===== config.mk =====
export PLATFORM = sky130hd
export DESIGN_NAME = multichannel_output_run_controller
export DESIGN_NICKNAME = d
export VERILOG_FILES = /design/src/rtl/mocr_pkg.sv /design/src/rtl/mocr_lane.sv /design/src/rtl/mocr_ctrl.sv /design/src/rtl/multichannel_output_run_controller.sv
export VERILOG_INCLUDE_DIRS = /design/src /design/src/rtl
export SDC_FILE = /design/constraint.sdc
export NUM_CORES = 1
export LEC_CHECK = 0
export ABC_CLOCK_PERIOD_IN_PS = 4300
export CORE_MARGIN = 4
export CORE_UTILIZATION = 28
export CTS_CLUSTER_DIAMETER = 80
export CTS_CLUSTER_SIZE = 16
export DETAILED_ROUTE_END_ITERATION = 6
export DONT_BUFFER_PORTS = 1
export MAX_ROUTING_LAYER = met4
export PLACE_DENSITY = 0.44
export SLEW_MARGIN = 20
export SYNTH_ARGS = -nofsm -noshare
export SYNTH_HDL_FRONTEND = slang
export SYNTH_SLANG_ARGS = --single-unit
export TNS_END_PERCENT = 100

===== constraint.sdc =====
create_clock -name clk_i -period 4.3 [get_ports clk_i]
set_clock_uncertainty 0.1 [all_clocks]
set_input_delay 0.43 -clock clk_i [delete_from_list [all_inputs] [get_ports clk_i]]
set_output_delay 0.43 -clock clk_i [all_outputs]
set_load 0.005 [all_outputs]

===== src/rtl/multichannel_output_run_controller_defines.svh =====
// assertion macros for the run controller
// checks are clocked on clk_i; the plain form is off while rst_ni is low
`ifndef MULTICHANNEL_OUTPUT_RUN_CONTROLLER_DEFINES_SVH
`define MULTICHANNEL_OUTPUT_RUN_CONTROLLER_DEFINES_SVH

`ifndef NO_ASSERTIONS
`define MOCR_ASSERT(lbl, prop, msg) \
  lbl: assert property (@(posedge clk_i) disable iff (!rst_ni) prop) else $error(msg);
`define MOCR_ASSERT_ALWAYS(lbl, prop, msg) \
  lbl: assert property (@(posedge clk_i) prop) else $error(msg);
`else
`define MOCR_ASSERT(lbl, prop, msg)
`define MOCR_ASSERT_ALWAYS(lbl, prop, msg)
`endif

`endif


===== src/rtl/mocr_pkg.sv =====
package mocr_pkg;

  localparam int NCH_IO       = 5;
  localparam int NCH_MAX      = 8;
  localparam int SAMPLE_W     = 12;
  localparam int LIMIT_W      = 13;
  localparam int TIME_W       = 16;
  localparam int SCALE_W      = 15;
  localparam int FRAC_BITS    = 14;
  localparam int CFG_IDX_W    = 3;
  localparam int CFG_DATA_W   = 16;

  localparam int CHANNELS_DEF = 5;
  localparam int ADC_BITS_DEF = 12;

  // input beat: run, stop, tick, then the samples
  localparam int KEY_BITS     = 3;
  localparam int IN_FIELDS_W  = KEY_BITS + NCH_IO * SAMPLE_W;
  localparam int IN_TDATA_W   = ((IN_FIELDS_W + 7) / 8) * 8;

  localparam logic [CFG_IDX_W-1:0] REG_RUN_DURATION = 3'd0;
  localparam logic [CFG_IDX_W-1:0] REG_LIMIT_FIRST  = 3'd1;

  localparam logic [TIME_W-1:0]  RUN_DURATION_RST = 16'd60;
  localparam logic [LIMIT_W-1:0] LIMIT_RST        = 13'd3000;

  // q1.14 current sense gains
  localparam logic [SCALE_W-1:0] SCALE_Q14 [NCH_MAX] = '{
    15'd16384, 15'd24691, 15'd25064, 15'd24976,
    15'd25315, 15'd16384, 15'd16384, 15'd16384
  };

  typedef enum logic [1:0] {
    MODE_WAIT = 2'd0,
    MODE_RUN  = 2'd1,
    MODE_OC   = 2'd2,
    MODE_STOP = 2'd3
  } mode_e;

  typedef enum logic [1:0] {
    FLAG_WAITING = 2'd0,
    FLAG_RUNNING = 2'd1,
    FLAG_CAUTION = 2'd2
  } flag_e;

  typedef enum logic [1:0] {
    BEEP_NONE   = 2'd0,
    BEEP_SHORT  = 2'd1,
    BEEP_DOUBLE = 2'd2,
    BEEP_ALARM  = 2'd3
  } beep_e;

  typedef struct packed {
    logic tick;
    logic stop;
    logic run;
  } keys_t;

  // lowest member last so the packed value matches the output beat layout
  typedef struct packed {
    logic [TIME_W-1:0]       time_left;
    beep_e                   beep;
    flag_e [NCH_IO-1:0]      status;
    logic                    drive_enable;
    mode_e                   mode;
  } result_t;

  localparam int OUT_TDATA_W = (($bits(result_t) + 7) / 8) * 8;

endpackage


===== src/rtl/mocr_lane.sv =====
module mocr_lane import mocr_pkg::*; #(
  parameter int LANE_IDX = 0,
  parameter int ADC_BITS = ADC_BITS_DEF
) (
  input  logic [SAMPLE_W-1:0] code_i,
  input  logic [LIMIT_W-1:0]  limit_i,
  output logic                over_o
);

  localparam int MaskBits = (ADC_BITS < SAMPLE_W) ? ADC_BITS : SAMPLE_W;
  localparam logic [SAMPLE_W-1:0] CodeMask = SAMPLE_W'((64'd1 << MaskBits) - 64'd1);
  localparam int ProdW = SAMPLE_W + SCALE_W;
  localparam int MaW   = ProdW - FRAC_BITS;
  localparam int CmpW  = (MaW > LIMIT_W) ? MaW : LIMIT_W;

  logic [ProdW-1:0] prod;
  logic [MaW-1:0]   milliamps;

  // truncating q1.14 scale to milliamps
  assign prod      = ProdW'(code_i & CodeMask) * ProdW'(SCALE_Q14[LANE_IDX]);
  assign milliamps = prod[ProdW-1:FRAC_BITS];
  assign over_o    = CmpW'(milliamps) > CmpW'(limit_i);

endmodule


===== src/rtl/mocr_ctrl.sv =====
`include "multichannel_output_run_controller_defines.svh"

module mocr_ctrl import mocr_pkg::*; (
  input  logic              clk_i,
  input  logic              rst_ni,
  input  logic              in_valid_i,
  output logic              in_ready_o,
  input  keys_t             keys_i,
  input  logic [NCH_IO-1:0] over_i,
  input  logic [TIME_W-1:0] run_duration_i,
  output logic              out_valid_o,
  input  logic              out_ready_i,
  output result_t           result_o
);

  mode_e              mode_q, mode_d;
  flag_e [NCH_IO-1:0] flags_q, flags_d;
  logic [TIME_W-1:0]  countdown_q, countdown_d;
  logic               counting_q, counting_d;
  logic               outputs_on_q, outputs_on_d;
  logic               run_prev_q, run_prev_d;
  logic               out_valid_q, out_valid_d;
  result_t            result_q;
  beep_e              beep;
  logic               run_edge;
  logic               any_over;
  logic               in_fire;

  assign in_ready_o = !out_valid_q || out_ready_i;
  assign in_fire    = in_valid_i && in_ready_o;
  assign run_edge   = keys_i.run && !run_prev_q;
  assign any_over   = |over_i;

  always_comb begin
    mode_d       = mode_q;
    flags_d      = flags_q;
    countdown_d  = countdown_q;
    counting_d   = counting_q;
    outputs_on_d = outputs_on_q;
    run_prev_d   = run_prev_q;
    beep         = BEEP_NONE;
    if (in_fire) begin
      if (counting_q && keys_i.tick && (countdown_q != '0)) begin
        countdown_d = countdown_q - TIME_W'(1);
      end
      unique case (mode_q) inside
        MODE_WAIT: begin
          countdown_d = run_duration_i;
          if (!keys_i.stop) begin
            if (run_edge) begin
              beep         = BEEP_SHORT;
              counting_d   = 1'b1;
              outputs_on_d = 1'b1;
              for (int i = 0; i < NCH_IO; i++) flags_d[i] = FLAG_RUNNING;
              mode_d       = MODE_RUN;
            end
          end else if (keys_i.run) begin
            beep = BEEP_ALARM;
          end
        end
        MODE_RUN: begin
          // later rules override earlier ones
          if (run_edge) begin
            beep         = BEEP_SHORT;
            outputs_on_d = 1'b0;
            counting_d   = 1'b0;
            for (int i = 0; i < NCH_IO; i++) flags_d[i] = FLAG_WAITING;
            mode_d       = MODE_STOP;
          end
          if (countdown_d == '0) begin
            beep         = BEEP_SHORT;
            outputs_on_d = 1'b0;
            counting_d   = 1'b0;
            for (int i = 0; i < NCH_IO; i++) flags_d[i] = FLAG_WAITING;
            countdown_d  = run_duration_i;
            mode_d       = MODE_WAIT;
          end
          if (any_over) begin
            beep         = BEEP_ALARM;
            outputs_on_d = 1'b0;
            counting_d   = 1'b0;
            for (int i = 0; i < NCH_IO; i++) begin
              flags_d[i] = over_i[i] ? FLAG_CAUTION : FLAG_WAITING;
            end
            mode_d       = MODE_OC;
          end
          if (keys_i.stop) begin
            beep         = BEEP_SHORT;
            outputs_on_d = 1'b0;
            counting_d   = 1'b0;
            for (int i = 0; i < NCH_IO; i++) flags_d[i] = FLAG_WAITING;
            mode_d       = MODE_STOP;
          end
        end
        MODE_OC, MODE_STOP: begin
          if (run_edge) begin
            beep         = BEEP_DOUBLE;
            outputs_on_d = 1'b0;
            counting_d   = 1'b0;
            for (int i = 0; i < NCH_IO; i++) flags_d[i] = FLAG_WAITING;
            countdown_d  = run_duration_i;
            mode_d       = MODE_WAIT;
          end
        end
        default: begin
          mode_d = mode_q;
        end
      endcase
      run_prev_d = keys_i.run;
    end
  end

  always_comb begin
    out_valid_d = out_valid_q;
    if (in_fire) begin
      out_valid_d = 1'b1;
    end else if (out_ready_i) begin
      out_valid_d = 1'b0;
    end
  end

  always_ff @(posedge clk_i or negedge rst_ni) begin
    if (!rst_ni) begin
      mode_q       <= MODE_WAIT;
      for (int i = 0; i < NCH_IO; i++) flags_q[i] <= FLAG_WAITING;
      countdown_q  <= RUN_DURATION_RST;
      counting_q   <= 1'b0;
      outputs_on_q <= 1'b0;
      run_prev_q   <= 1'b0;
      out_valid_q  <= 1'b0;
    end else begin
      mode_q       <= mode_d;
      flags_q      <= flags_d;
      countdown_q  <= countdown_d;
      counting_q   <= counting_d;
      outputs_on_q <= outputs_on_d;
      run_prev_q   <= run_prev_d;
      out_valid_q  <= out_valid_d;
    end
  end

  always_ff @(posedge clk_i) begin
    if (in_fire) begin
      result_q.mode         <= mode_d;
      result_q.drive_enable <= outputs_on_d;
      result_q.status       <= flags_d;
      result_q.beep         <= beep;
      result_q.time_left    <= countdown_d;
    end
  end

  assign out_valid_o = out_valid_q;
  assign result_o    = result_q;

  `MOCR_ASSERT_ALWAYS(a_drive_tracks_run, (outputs_on_q == counting_q) && (outputs_on_q == (mode_q == MODE_RUN)), "drive and countdown out of step with run mode")
  `MOCR_ASSERT(a_state_holds, !in_fire |=> $stable(mode_q) && $stable(countdown_q), "state moved without a beat")
  `MOCR_ASSERT(a_alarm_mode, out_valid_q && (result_q.beep == BEEP_ALARM) |-> (result_q.mode == MODE_OC) || (result_q.mode == MODE_WAIT), "alarm beep in wrong mode")
  `MOCR_ASSERT(a_stop_wins, in_fire && keys_i.stop && (mode_q == MODE_RUN) |=> mode_q == MODE_STOP, "stop key did not end the run")

endmodule


===== src/rtl/multichannel_output_run_controller.sv =====
// timing: a result beat is valid in the cycle after its input beat is taken
// throughput: one beat per cycle while m_axis_tready does not hold back a pending result; the lane
//   scale-and-compare and the mode update both settle combinationally before the state register
// reset: asynchronous, active low; mode wait, outputs off, countdown 60,
//   run_duration 60 and all limits 3000 mA, no result pending
module multichannel_output_run_controller import mocr_pkg::*; #(
  parameter int CHANNELS = CHANNELS_DEF,
  parameter int ADC_BITS = ADC_BITS_DEF
) (
  input  logic                   clk_i,
  input  logic                   rst_ni,
  input  logic                   s_axis_tvalid,
  output logic                   s_axis_tready,
  // run_button, stop_button, tick, sample_ch1 .. sample_ch5
  input  logic [IN_TDATA_W-1:0]  s_axis_tdata,
  output logic                   m_axis_tvalid,
  input  logic                   m_axis_tready,
  // mode, drive_enable, status_ch1 .. status_ch5, beep_request, time_left
  output logic [OUT_TDATA_W-1:0] m_axis_tdata,
  input  logic                   cfg_we_i,
  input  logic [CFG_IDX_W-1:0]   cfg_idx_i,
  input  logic [CFG_DATA_W-1:0]  cfg_data_i
);

  localparam int Lanes = (CHANNELS < NCH_IO) ? CHANNELS : NCH_IO;

  logic [TIME_W-1:0]  run_duration_q;
  logic [LIMIT_W-1:0] limit_q [NCH_IO];
  logic [NCH_IO-1:0]  over;
  keys_t              keys;
  result_t            result;

  always_ff @(posedge clk_i or negedge rst_ni) begin
    if (!rst_ni) begin
      run_duration_q <= RUN_DURATION_RST;
      for (int i = 0; i < NCH_IO; i++) limit_q[i] <= LIMIT_RST;
    end else if (cfg_we_i) begin
      if (cfg_idx_i == REG_RUN_DURATION) begin
        run_duration_q <= cfg_data_i[TIME_W-1:0];
      end
      for (int i = 0; i < NCH_IO; i++) begin
        if (cfg_idx_i == REG_LIMIT_FIRST + CFG_IDX_W'(i)) begin
          limit_q[i] <= cfg_data_i[LIMIT_W-1:0];
        end
      end
    end
  end

  assign keys.run  = s_axis_tdata[0];
  assign keys.stop = s_axis_tdata[1];
  assign keys.tick = s_axis_tdata[2];

  for (genvar i = 0; i < NCH_IO; i++) begin : g_lane
    if (i < Lanes) begin : g_on
      mocr_lane #(
        .LANE_IDX (i),
        .ADC_BITS (ADC_BITS)
      ) u_lane (
        .code_i  (s_axis_tdata[KEY_BITS + i*SAMPLE_W +: SAMPLE_W]),
        .limit_i (limit_q[i]),
        .over_o  (over[i])
      );
    end else begin : g_off
      assign over[i] = 1'b0;
    end
  end

  mocr_ctrl u_ctrl (
    .clk_i          (clk_i),
    .rst_ni         (rst_ni),
    .in_valid_i     (s_axis_tvalid),
    .in_ready_o     (s_axis_tready),
    .keys_i         (keys),
    .over_i         (over),
    .run_duration_i (run_duration_q),
    .out_valid_o    (m_axis_tvalid),
    .out_ready_i    (m_axis_tready),
    .result_o       (result)
  );

  assign m_axis_tdata = OUT_TDATA_W'(result);

endmodule


==> impl_metrics.csv <==
group,metric,value,unit
outcome,outcome,"complete, but fails checks",
outcome,violations,"negative setup slack",
run,drv_cap,0,
finish,area.growth.synth_to_final,21.6,%
placement,place_inst,2703,
synthesis,synthFlopType,"dfrtp_1",
finish,nNetsFinal,2581,
floorplanning,core,60800,um^2
detailed_routing,routedWlPerCell,15.6,um
worst_setup_path,r2r_end,"u_ctrl.result_o[21]$_DFFE_PP_",
pwr,ir_worst_vdd,0.268,mV
worst_setup_path,max_stage_delay,0.53,ns
finish,instances_no_fill,2759,
pwr,cellLeakagePower,10.6,nW
placement,port_buffers,0,
timing,slew_headroom,37.8,%
grt,grt_max_degree,114,
timing,finalWorstSetupSlack,-1.77,ns
pwr,swShare,42.2,%
worst_setup_path,crit_path_start_kind,"input pin",
worst_setup_path,r2r_start,"u_ctrl.countdown_q[0]$_DFF_PN0_",
floorplanning,rows,90,
grt,grt_pass1_vias,13400,
timing,grt_setup_unrepaired,"true",
synthesis,synth-warning-count,0,
detailed_routing,post-route-drc-count,0,
worst_setup_path,cp.arrival,6.14,ns
pwr,powerDensity,572,nW/um^2
synthesis,syn_nets,2362,
finish,stdcell_area,21100,um^2
timing,final_max_slew_viol_count,0,
pwr,pwr-share-clk,12.3,%
clock_network,cts_tree,"built",
timing,setup_viol,29,
floorplanning,top_level_ports,122,
finish,layout_commonest_cell,"ha_1",
clock_network,clk_latency,0.43,ns
synthesis,synth_edf_count,31,
timing,min_period_over_period,141,%
timing,worst_pin_slew,0.928,ns
synthesis,postSynthCellCount,1744,
detailed_routing,avgViaCountPerCell,4.59,
worst_setup_path,path_delay_family,"adder cells",
clock_network,cts_htree_levels,4,
pwr,intPower,6.96,mW
synthesis,synth_seq_cells,144,
min_path,hold_path_end,"limit_q[59]$_DFFE_PN1P_",
pwr,switching_power,5.08,mW
finish,drive_above_1_share,23.0,%
detailed_routing,firstDrtPassIters,5,
grt,antenna_found_initial,2,
floorplanning,start_util,28.5,%
worst_setup_path,crit_fanout,4,
worst_setup_path,cp.required,4.37,ns
detailed_routing,detail-route-antenna-nets,0,
detailed_routing,wl,43000,um
timing,fin_crit,6.07,ns
worst_setup_path,cpMostUsedCell,"fa_1",
grt,grt_pass1_wl,70600,um
min_path,hold_path_depth,2,
worst_setup_path,r2r_slack,0.49,ns
pwr,seqPwrFrac,17.9,%
clock_network,cts_buffer_depth,2,
clock_network,cts_sinks,144,
clock_network,root_buffer,"clkbuf_16",
grt,grt_use_total,13.5,%
worst_setup_path,worstSetupPathType,"input pin to flop",
synthesis,ys_seq_area_share,22.0,%
timing,max_freq,0.165,GHz
synthesis,postSynthAreaPerCell,9.93,um^2
min_path,hold_class,"input pin to flop",
detailed_routing,via_count,12700,
worst_setup_path,slowest_stage,"fa_1",
pwr,pwr-share-comb,69.7,%
finish,post-route-util,34.6,%
min_path,hp-start,"cfg_data_i[7]",
clock_network,clk_pin_slew,0.07,ns
timing,fin_setup_tns,-48.14,ns
grt,grt-ovfl-total,0,
worst_setup_path,end_kind,"flop",
synthesis,yosysUniqueCellTypes,74,
detailed_routing,drtIter0Drc,428,
timing,hold_viol_final,0,
placement,placed_area,19800,um^2
placement,gp_congestion,0.847,
worst_setup_path,crit_buf_inv,3,
placement,place_hpwl,35700,um
floorplanning,die_h,257,um
floorplanning,die_area,65900,um^2
clock_network,cts_buffers,17,
floorplanning,die_x,257,um
synthesis,netlist_area,17300,um^2
synthesis,synthArstFlopShare,78.5,%
worst_setup_path,reg2reg_depth,10,
finish,final_cell_mix,"ha_1, inv_1, buf_4",
-- flip-flops by register name (all words and copies together) (netlist names), 2 cells and up --
signal,cells
u_ctrl.countdown_q,16
limit_q,65
u_ctrl.result_o,31
u_ctrl.flags_q,10
run_duration_q,16
u_ctrl.mode_q,2
-- metal layers --
metal	track usage, %	vias to the layer above	part of all wire (%)
li1	-	6345	-
met1	17.1	6188	46
met2	23.2	110	50
met3	2.03	29	2.8
met4	2.49	0	0.86
met5	-	-	0
-- final cells by class --
class / instances / area [um^2]
Antenna cell: 1 / 2.50
Clock buffer: 18 / 439
Clock inverter: 14 / 148
Fill cell: 6253 / 39800
Inverter: 362 / 1370
Multi-Input combinational cell: 1212 / 12600
Sequential cell: 144 / 3810
Tap cell: 782 / 978
Timing Repair Buffer: 226 / 1750
-- worst max-delay path by stage --
stage | startpoint | endpoint | slack, ns | cells after the start
6_report | s_axis_tdata[20] | u_ctrl.result_o[1]$_DFFE_PP_ | -1.77 | 25
5_1_grt | s_axis_tdata[37] | u_ctrl.result_o[1]$_DFFE_PP_ | -2.01 | 27
4_1_cts | s_axis_tdata[29] | u_ctrl.result_o[1]$_DFFE_PP_ | -1.84 | 26
3_5_place_dp | s_axis_tdata[18] | u_ctrl.result_o[3]$_DFFE_PP_ | -2.54 | 27
3_3_place_gp | s_axis_tdata[18] | u_ctrl.result_o[13]$_DFFE_PP_ | -2.49 | 26
2_1_floorplan | s_axis_tdata[18] | u_ctrl.result_o[1]$_DFFE_PP_ | -1.98 | 24
-- stage by stage --
stage	hold WS, ns	power, mW	setup WS (ns)
after floorplan	0.0344	7.27	-1.98
after global placement	0.0387	9.83	-2.49
after detailed placement	0.0388	9.93	-2.54
after CTS	0.0000635	11.9	-1.84
after global routing	0.00108	13.4	-2.01
final	0.0113	12.0	-1.77
-- what timing repair did --
item                                    CTS  global route
hold buffers                              7             1
pin swaps                                66            68
resized for setup                        52            57
endpoints found under the setup margin   29            29
buffers inserted                          9             6
endpoints found under the hold margin   118             2
-- power by group through the flow --
stage | combinational (mW) | sequential [mW] | clock (mW)
floorplan | 5.23 | 2.04 | 0
global placement | 7.65 | 2.18 | 0
detailed placement | 7.74 | 2.18 | 0
CTS | 8.23 | 2.16 | 1.52
global route | 9.64 | 2.21 | 1.59
finish | 8.39 | 2.16 | 1.49
-- synthesized netlist by cell type (all sizes together) (14+ instances only) --
cell | number | area (um^2)
a21oi | 56 | 280
nand3 | 20 | 100
and3 | 14 | 87.6
dfstp | 43 | 1130
o21ai | 85 | 425
nand2 | 84 | 318
fa | 135 | 2700
edfxtp | 31 | 931
nor2 | 65 | 244
nor2b | 16 | 100
dfrtp | 70 | 1750
nor3 | 23 | 115
o21a | 19 | 143
xnor2 | 38 | 333
clkbuf | 20 | 75.1
nand4 | 19 | 119
xor2 | 20 | 175
ha | 395 | 4940
inv | 362 | 1360
a21o | 17 | 128
mux2 | 46 | 518
-- cell families (layout without fill, tap and decap cells) --
family,Yosys count,after routing,share of synthesized area (%)
fa+ha+maj,530,530,44.1
buf+inv,388,620,8.55
simple gates,313,313,9.54
compound gates,262,262,9.68
flops,144,144,22.0
xor+xnor,58,58,2.93
mux,48,48,3.11
other cells,1,2,0.0217
No activity file was read; power rests on OpenSTA's default activity.
